$ cat src/hdl/lgs_pkg.sv
`default_nettype none
// ----------------------------------------------------------------------------
// lgs_pkg
// Shared constants and helpers of the life generation stencil core.
// ----------------------------------------------------------------------------
package lgs_pkg;

   localparam int DEFAULT_MAX_COLS = 1024;
   localparam int DEFAULT_MAX_ROWS = 1024;

   localparam int DIM_WIDTH = 11;
   localparam logic [DIM_WIDTH-1:0] DIM_RESET = 11'd1024;
   localparam logic [DIM_WIDTH-1:0] DIM_MIN = 11'd2;

   localparam int CSR_ADDR_WIDTH = 3;
   localparam int CSR_DATA_WIDTH = 32;

   localparam logic REG_TILE_COLS = 1'b0;
   localparam logic REG_TILE_ROWS = 1'b1;

   localparam logic [3:0] LIVE_TWO = 4'd2;
   localparam logic [3:0] LIVE_THREE = 4'd3;

   typedef struct packed {
      logic next_cell;
      logic last_of_tile;
   } result_type;

   function automatic logic [3:0] count_ones9(input logic [8:0] cells);
      logic [3:0] total;
      total = 4'd0;
      for (int i = 0; i < 9; i++) begin
         total = total + {3'd0, cells[i]};
      end
      return total;
   endfunction

endpackage
`default_nettype wire

$ cat src/hdl/lgs_ram.sv
`default_nettype none
// ----------------------------------------------------------------------------
// lgs_ram
// Generic simple dual-port RAM with one write port and a registered read.
// ----------------------------------------------------------------------------
module lgs_ram #(
   parameter int WIDTH = 2,
   parameter int DEPTH = 1026
) (
   input  wire logic                     clock,
   input  wire logic                     wr_en,
   input  wire logic [$clog2(DEPTH)-1:0] wr_addr,
   input  wire logic [WIDTH-1:0]         wr_data,
   input  wire logic                     rd_en,
   input  wire logic [$clog2(DEPTH)-1:0] rd_addr,
   output logic      [WIDTH-1:0]         rd_data
);

   logic [WIDTH-1:0] mem_ff [DEPTH];

   always_ff @(posedge clock) begin
      if (wr_en) begin
         mem_ff[wr_addr] <= wr_data;
      end
      if (rd_en) begin
         rd_data <= mem_ff[rd_addr];
      end
   end

endmodule
`default_nettype wire

$ cat src/hdl/life_generation_stencil_core.sv
`default_nettype none
// ----------------------------------------------------------------------------
// life_generation_stencil_core
// One B3/S23 generation over a haloed tile streamed in raster order.
// ----------------------------------------------------------------------------
// The core takes one padded cell word per clock while req_stall is low and
// returns one result word for every interior cell after the cell completing
// its window, via the s1 registers and the result queue. The two line stores
// share one RAM of two bits per padded column, read when a cell is accepted
// and written back in the next cycle; that read-modify-write sets the
// sustained rate of one cell per cycle. A three-word result queue lets input
// continue while results wait. The line stores need no clearing after reset.
module life_generation_stencil_core #(
   parameter int MAX_COLS = lgs_pkg::DEFAULT_MAX_COLS,
   parameter int MAX_ROWS = lgs_pkg::DEFAULT_MAX_ROWS
) (
   input  wire logic                                clock,
   input  wire logic                                reset,
   input  wire logic                                req_valid,
   output logic                                     req_stall,
   input  wire logic                                req_cell_in,
   output logic                                     rsp_valid,
   input  wire logic                                rsp_stall,
   output logic                                     rsp_next_cell,
   output logic                                     rsp_last_of_tile,
   input  wire logic                                psel,
   input  wire logic                                penable,
   input  wire logic                                pwrite,
   input  wire logic [lgs_pkg::CSR_ADDR_WIDTH-1:0]  paddr,
   input  wire logic [lgs_pkg::CSR_DATA_WIDTH-1:0]  pwdata,
   output logic      [lgs_pkg::CSR_DATA_WIDTH-1:0]  prdata,
   output logic                                     pready
);

   localparam int DEPTH = MAX_COLS + 2;
   localparam int PW = $clog2(MAX_COLS + 2);
   localparam int RW = $clog2(MAX_ROWS + 2);
   localparam int DW = lgs_pkg::DIM_WIDTH;
   localparam int CCW = (PW > DW) ? PW : DW;
   localparam int RCW = (RW > DW) ? RW : DW;

   logic [DW-1:0] tile_cols_ff, tile_cols_in;
   logic [DW-1:0] tile_rows_ff, tile_rows_in;
   logic          csr_write;

   logic [PW-1:0] cols_eff, cols_last;
   logic [RW-1:0] rows_eff, rows_last;
   logic [CCW-1:0] cols_ext;
   logic [RCW-1:0] rows_ext;

   logic [PW-1:0] col_pos_ff, col_pos_in;
   logic [RW-1:0] row_pos_ff, row_pos_in;
   logic          req_accept;

   logic          s1_valid_ff, s1_valid_in;
   logic          s1_cell_ff;
   logic          s1_produce_ff;
   logic          s1_last_ff;
   logic [PW-1:0] s1_addr_ff;

   logic [1:0]    ram_rd_data;
   logic [1:0]    ram_wr_data;
   logic [8:0]    window_ff, window_in;
   logic [3:0]    neighbors;
   logic          next_value;

   lgs_pkg::result_type fifo_ff [3];
   lgs_pkg::result_type push_word;
   logic [1:0]    wr_ptr_ff, wr_ptr_in;
   logic [1:0]    rd_ptr_ff, rd_ptr_in;
   logic [1:0]    count_ff, count_in;
   logic          push, pop;
   logic [2:0]    pending;

   // Configuration registers.
   assign pready = 1'b1;
   assign csr_write = psel && penable && pwrite;

   always_comb begin
      tile_cols_in = tile_cols_ff;
      tile_rows_in = tile_rows_ff;
      if (csr_write) begin
         unique case (paddr[2])
            lgs_pkg::REG_TILE_COLS: tile_cols_in = pwdata[DW-1:0];
            lgs_pkg::REG_TILE_ROWS: tile_rows_in = pwdata[DW-1:0];
            default: ;
         endcase
      end
   end

   always_comb begin
      unique case (paddr[2])
         lgs_pkg::REG_TILE_COLS:
            prdata = {{(lgs_pkg::CSR_DATA_WIDTH-DW){1'b0}}, tile_cols_ff};
         lgs_pkg::REG_TILE_ROWS:
            prdata = {{(lgs_pkg::CSR_DATA_WIDTH-DW){1'b0}}, tile_rows_ff};
         default: prdata = '0;
      endcase
   end

   // Clamp the tile dimensions to the supported range.
   assign cols_ext = CCW'(tile_cols_ff);
   assign rows_ext = RCW'(tile_rows_ff);

   always_comb begin
      if (cols_ext < CCW'(lgs_pkg::DIM_MIN)) begin
         cols_eff = PW'(lgs_pkg::DIM_MIN);
      end else if (cols_ext > CCW'(MAX_COLS)) begin
         cols_eff = PW'(MAX_COLS);
      end else begin
         cols_eff = cols_ext[PW-1:0];
      end
      if (rows_ext < RCW'(lgs_pkg::DIM_MIN)) begin
         rows_eff = RW'(lgs_pkg::DIM_MIN);
      end else if (rows_ext > RCW'(MAX_ROWS)) begin
         rows_eff = RW'(MAX_ROWS);
      end else begin
         rows_eff = rows_ext[RW-1:0];
      end
   end

   assign cols_last = cols_eff + PW'(1);
   assign rows_last = rows_eff + RW'(1);

   // Input stage: scan position and line store read.
   assign pending = {1'b0, count_ff} + {2'b00, s1_valid_ff};
   assign req_stall = (pending >= 3'd3);
   assign req_accept = req_valid && !req_stall;

   always_comb begin
      col_pos_in = col_pos_ff;
      row_pos_in = row_pos_ff;
      if (req_accept) begin
         if (col_pos_ff == cols_last) begin
            col_pos_in = '0;
            if (row_pos_ff == rows_last) begin
               row_pos_in = '0;
            end else begin
               row_pos_in = row_pos_ff + RW'(1);
            end
         end else begin
            col_pos_in = col_pos_ff + PW'(1);
         end
      end
      if (csr_write) begin
         col_pos_in = '0;
         row_pos_in = '0;
      end
   end

   assign s1_valid_in = req_accept;

   lgs_ram #(
      .WIDTH (2),
      .DEPTH (DEPTH)
   ) u_line_store (
      .clock   (clock),
      .wr_en   (s1_valid_ff),
      .wr_addr (s1_addr_ff),
      .wr_data (ram_wr_data),
      .rd_en   (req_accept),
      .rd_addr (col_pos_ff),
      .rd_data (ram_rd_data)
   );

   // Window stage: bit 0 of a store entry is the upper row, bit 1 the middle.
   assign ram_wr_data = {s1_cell_ff, ram_rd_data[1]};

   always_comb begin
      window_in = window_ff;
      if (s1_valid_ff) begin
         window_in = {s1_cell_ff, ram_rd_data[1], ram_rd_data[0], window_ff[8:3]};
      end
   end

   assign neighbors = lgs_pkg::count_ones9(window_in) - {3'd0, window_in[4]};

   always_comb begin
      if (window_in[4]) begin
         next_value = (neighbors == lgs_pkg::LIVE_TWO) ||
                      (neighbors == lgs_pkg::LIVE_THREE);
      end else begin
         next_value = (neighbors == lgs_pkg::LIVE_THREE);
      end
   end

   // Result queue.
   assign push = s1_valid_ff && s1_produce_ff;
   assign pop = rsp_valid && !rsp_stall;
   assign push_word.next_cell = next_value;
   assign push_word.last_of_tile = s1_last_ff;

   always_comb begin
      wr_ptr_in = wr_ptr_ff;
      rd_ptr_in = rd_ptr_ff;
      if (push) begin
         wr_ptr_in = (wr_ptr_ff == 2'd2) ? 2'd0 : wr_ptr_ff + 2'd1;
      end
      if (pop) begin
         rd_ptr_in = (rd_ptr_ff == 2'd2) ? 2'd0 : rd_ptr_ff + 2'd1;
      end
      count_in = count_ff + {1'b0, push} - {1'b0, pop};
   end

   assign rsp_valid = (count_ff != 2'd0);
   assign rsp_next_cell = fifo_ff[rd_ptr_ff].next_cell;
   assign rsp_last_of_tile = fifo_ff[rd_ptr_ff].last_of_tile;

   always_ff @(posedge clock) begin
      if (reset) begin
         tile_cols_ff <= lgs_pkg::DIM_RESET;
         tile_rows_ff <= lgs_pkg::DIM_RESET;
         col_pos_ff <= '0;
         row_pos_ff <= '0;
         s1_valid_ff <= 1'b0;
         window_ff <= '0;
         wr_ptr_ff <= '0;
         rd_ptr_ff <= '0;
         count_ff <= '0;
      end else begin
         tile_cols_ff <= tile_cols_in;
         tile_rows_ff <= tile_rows_in;
         col_pos_ff <= col_pos_in;
         row_pos_ff <= row_pos_in;
         s1_valid_ff <= s1_valid_in;
         window_ff <= window_in;
         wr_ptr_ff <= wr_ptr_in;
         rd_ptr_ff <= rd_ptr_in;
         count_ff <= count_in;
      end
   end

   always_ff @(posedge clock) begin
      if (req_accept) begin
         s1_cell_ff <= req_cell_in;
         s1_addr_ff <= col_pos_ff;
         s1_produce_ff <= (row_pos_ff >= RW'(2)) && (col_pos_ff >= PW'(2));
         s1_last_ff <= (row_pos_ff == rows_last) && (col_pos_ff == cols_last);
      end
      if (push) begin
         fifo_ff[wr_ptr_ff] <= push_word;
      end
   end

`ifndef NO_ASSERTIONS
   a_no_overflow: assert property (@(posedge clock) disable iff (reset)
      push && !pop |-> count_ff != 2'd3)
      else $error("result queue overflow");

   a_accept_reaches_window: assert property (@(posedge clock) disable iff (reset)
      req_accept |=> s1_valid_ff)
      else $error("accepted word did not reach the window stage");

   a_column_in_range: assert property (@(posedge clock) disable iff (reset)
      req_accept |-> col_pos_ff <= cols_last)
      else $error("column position beyond the padded row");
`endif

endmodule
`default_nettype wire
$ cat config.mk
export PLATFORM = sky130hd
export DESIGN_NAME = life_generation_stencil_core
export DESIGN_NICKNAME = d
export VERILOG_FILES = /design/src/hdl/lgs_pkg.sv /design/src/hdl/lgs_ram.sv /design/src/hdl/life_generation_stencil_core.sv
export SDC_FILE = /design/constraint.sdc
export NUM_CORES = 2
export LEC_CHECK = 0
export BUFFER_PORTS_ARGS = -buffer_cell sky130_fd_sc_hd__buf_2
export CAP_MARGIN = 5
export CORE_ASPECT_RATIO = 0.75
export CORE_MARGIN = 4
export CORE_UTILIZATION = 58
export DETAILED_ROUTE_END_ITERATION = 10
export HOLD_SLACK_MARGIN = 0.12
export PLACE_DENSITY = 0.74
export SYNTH_ARGS = -nofsm -noshare
export SYNTH_HDL_FRONTEND = slang
export SYNTH_SLANG_ARGS = --single-unit
$ cat constraint.sdc
create_clock -name clock -period 20.6 [get_ports clock]
set_clock_uncertainty 0.2 [all_clocks]
set_input_delay 0 -clock clock [delete_from_list [all_inputs] [get_ports clock]]
set_output_delay 0 -clock clock [all_outputs]
set_load 0.01 [all_outputs]
==> metrics.yaml <==
clock_network:
  cts.repair.resized: 0
  cts_tree: "built"
  clock-sinks: 2136
  cts_setup_buffers: 0
  cts_inserted_buffers: 191
  cts_max_level: 4
  clock_latency_ps: 840
  cts-root-buf: "clkbuf_16"
  path_clk_slew_ps: 60
  ctsHoldBuffers: 58
  clockBufferDepth: 3
final_layout:
  fin_util_pct: 64.66
  layout.nets: 5453
  regArea_mm2: 0.06354
  stdcell_area_mm2: 0.09752
  multi_input_area_mm2: 0.02314
  final_cell_mix: "2074 x edfxtp_1, 1106 x nor2_1, 461 x mux4_2"
  fill_cells: 10040
  synthToLayoutAreaGrowth_pct: 10.14
  layout-drive-gt1-share_pct: 18.63
  layout_commonest_cell: "edfxtp_1"
synth:
  ys_seq_area_share_pct: 71.74
  synthDistinctLibCells: 85
  postSynthAreaPerCell_um2: 16.43
  synth_seq_cells: 2136
  synth_top_cell_by_area: "edfxtp_1"
  ys_warn_count: 0
  synth-edff-count: 2074
  yosys.area.top_type_share_pct: 70.33
  synth-async-reset-ratio_pct: 0
  syn_area_mm2: 0.08855
  synth_ff_type: "edfxtp_1"
  syn_inst: 5390
  synth.area.top_cells: "edfxtp_1 70%, mux4_2 12%, nor2_1 4.7%, mux2i_1 1.9%, dfxtp_1 1.4%"
setup_path:
  worstPathArrival_ps: 6730
  critPathMostFrequentCell: "buf_4"
  worstPathRequired_ps: 20970
  path_max_fanout: 46
  slowest_delay_ps: 770
  startpoint_type: "flop"
  critical_path_class: "flop to flop"
  crit_slowest_cell: "dfxtp_4"
  crit_path_cell_trace: "buf_4, buf_4, buf_4, buf_4, mux4_2, a22o_1, o21ai_0, a21oi_1, o21ai_0, a311oi_1, nor4b_1, a211o_1"
  end_kind: "flop"
sta:
  max_slew_margin_pct: 15.85
  tightest_slew_ps: 1259
  layout_min_cycle_time_ps: 6360
  fin_tns_setup_ps: 0
  finalCritPeriodShare_pct: 30.87
  drv_slew: 0
  setup_viol: 0
  finalHoldViolCount: 0
  timing.fmax_mhz: 157.2
  rsz0062_at_grt: "no"
  setup_slack_ps: 14240
grt:
  grt_overflow: 0
  grt_pass1_vias: 50090
  antenna_found_initial: 12
  grt_max_degree: 216
  grt_usage_pct: 30.13
  grt_pass1_wl_mm: 346.8
power:
  ir_worst_vdd_mv: 0.1014
  power.leakage_nw: 29.30
  power.density_mw_per_mm2: 95.56
  power_mw: 9.319
route:
  routed_wl_mm: 240.3
  met3_length_mm: 37.07
  wl_met2_mm: 105.4
  drt-initial-drc-count: 9042
  via_per_inst: 6.822
  drc: 0
  vias: 51610
  detail_route.wl_per_cell_um: 31.77
  wl_met1_mm: 88.40
  drt-pass1-iter-count: 8
  final_antenna_net_count: 0
  top_layer: "met5"
die:
  dieWidth_um: 459.2
  core-area_mm2: 0.1508
  initial_core_util_pct: 58.71
  io_pins: 80
  die_y_um: 346.4
  fp.dieArea_mm2: 0.1590
  rows: 123
outcome:
  status: "finished clean"
placed_design:
  port_buffers: 34
  dp_hpwl_mm: 139.8
  placed_cell_area_mm2: 0.09059
  gp_congestion: 0.9241
  post-place-ws_ps: 14330
worst_hold_path:
  min_path_type: "primary input to flop"
flow_run:
  drv_cap: 0
[cell families after synthesis]
logic type	Yosys count	share of synthesized area (%)
buf+inv	477	2.422
flops	2136	71.74
compound gates	398	3.225
xor+xnor	38	0.4098
fa+ha+maj	20	0.3335
simple gates	1657	7.825
other cells	2	0.008481
mux	662	14.04
[path summary, 6_finish.rpt]
path / from / to / slack [ps] / cells after the start
max reg2reg: col_pos_ff[1]$_SDFFE_PP0P_ / u_line_store.rd_data[0]$_DFFE_PP_ / 14240 / 12
max: col_pos_ff[1]$_SDFFE_PP0P_ / u_line_store.rd_data[0]$_DFFE_PP_ / 14240 / 12
min: pwrite / col_pos_ff[1]$_SDFFE_PP0P_ / 230 / 5
min reg2reg: s1_last_ff$_DFFE_PP_ / fifo_ff[1][0]$_DFFE_PP_ / 290 / 0
[Yosys cell counts, drive strengths merged, types with 7 or more instances]
cell type and n:
edfxtp 2074, nor2 1112, mux4 461, clkbuf 271, nand2 249, buf 177
mux2i 171, nand3 90, a21oi 84, a22oi 70, dfxtp 62, o21ai 44
nor3 31, mux2 30, nor2b 29, inv 27, nand4 25, a32oi 22
o22ai 22, xnor2 22, and3 18, nand2b 17, a211oi 15, a31oi 15
ha 14, o211ai 14, xor2 14, a221oi 13, nor3b 13, nor4 13
a22o 11, a2111oi 9, nand3b 8, o221ai 8, and3b 7, o31ai 7
[critical path, delay by kind of cell (launching register included)]
kind | cells | cell delay, ps
buf+inv | 4 | 2450
simple gates | 1 | 190
flops | 1 | 770
mux | 1 | 410
compound gates | 6 | 1970
[per-stage QoR]
step	std cells	hold WS [ps]
after floorplan	5410	-101.1
after detailed placement	7139	-18.96
after global routing	7556	240.8
after CTS	7555	142.2
after global placement	7139	-22.48
final	7564	227.1
[area by class of cell]
| class | count | area share [%] |
|---|---|---|
| antenna | 9 | 0.02309 |
| clock buffer | 221 | 5.126 |
| clock inverter | 137 | 1.360 |
| inverter | 29 | 0.1155 |
| multi-input combinational | 2797 | 23.73 |
| sequential | 2136 | 65.16 |
| tap | 2000 | 2.566 |
| timing repair buffer | 235 | 1.922 |
[state kept, by name, indices dropped and copies added (netlist names), 2 cells and up, named ones only]
name,flops
count_ff,2
u_line_store.rd_data,2
s1_addr_ff,11
row_pos_ff,11
fifo_ff,6
cols_ext,11
u_line_store.mem_ff,2052
col_pos_ff,11
rows_ext,11
rd_ptr_ff,2
window_ff,9
wr_ptr_ff,2
[report_power, final]
part	total [mW]	internal, mW	switching [mW]	leakage [nW]
combinational	0.779	0.277	0.502	7.06
sequential	4.90	4.88	0.0213	19.1
clock	3.64	2.05	1.59	3.09
total	9.32	7.21	2.11	29.3
[layer usage]
layer	vias to the layer above	track usage (%)
met3	548	9.886
met5	-	0
li1	20810	-
met2	4045	42.84
met4	4	11.24
met1	26200	44.02
Note: power is estimated with default switching activity, not from simulation.
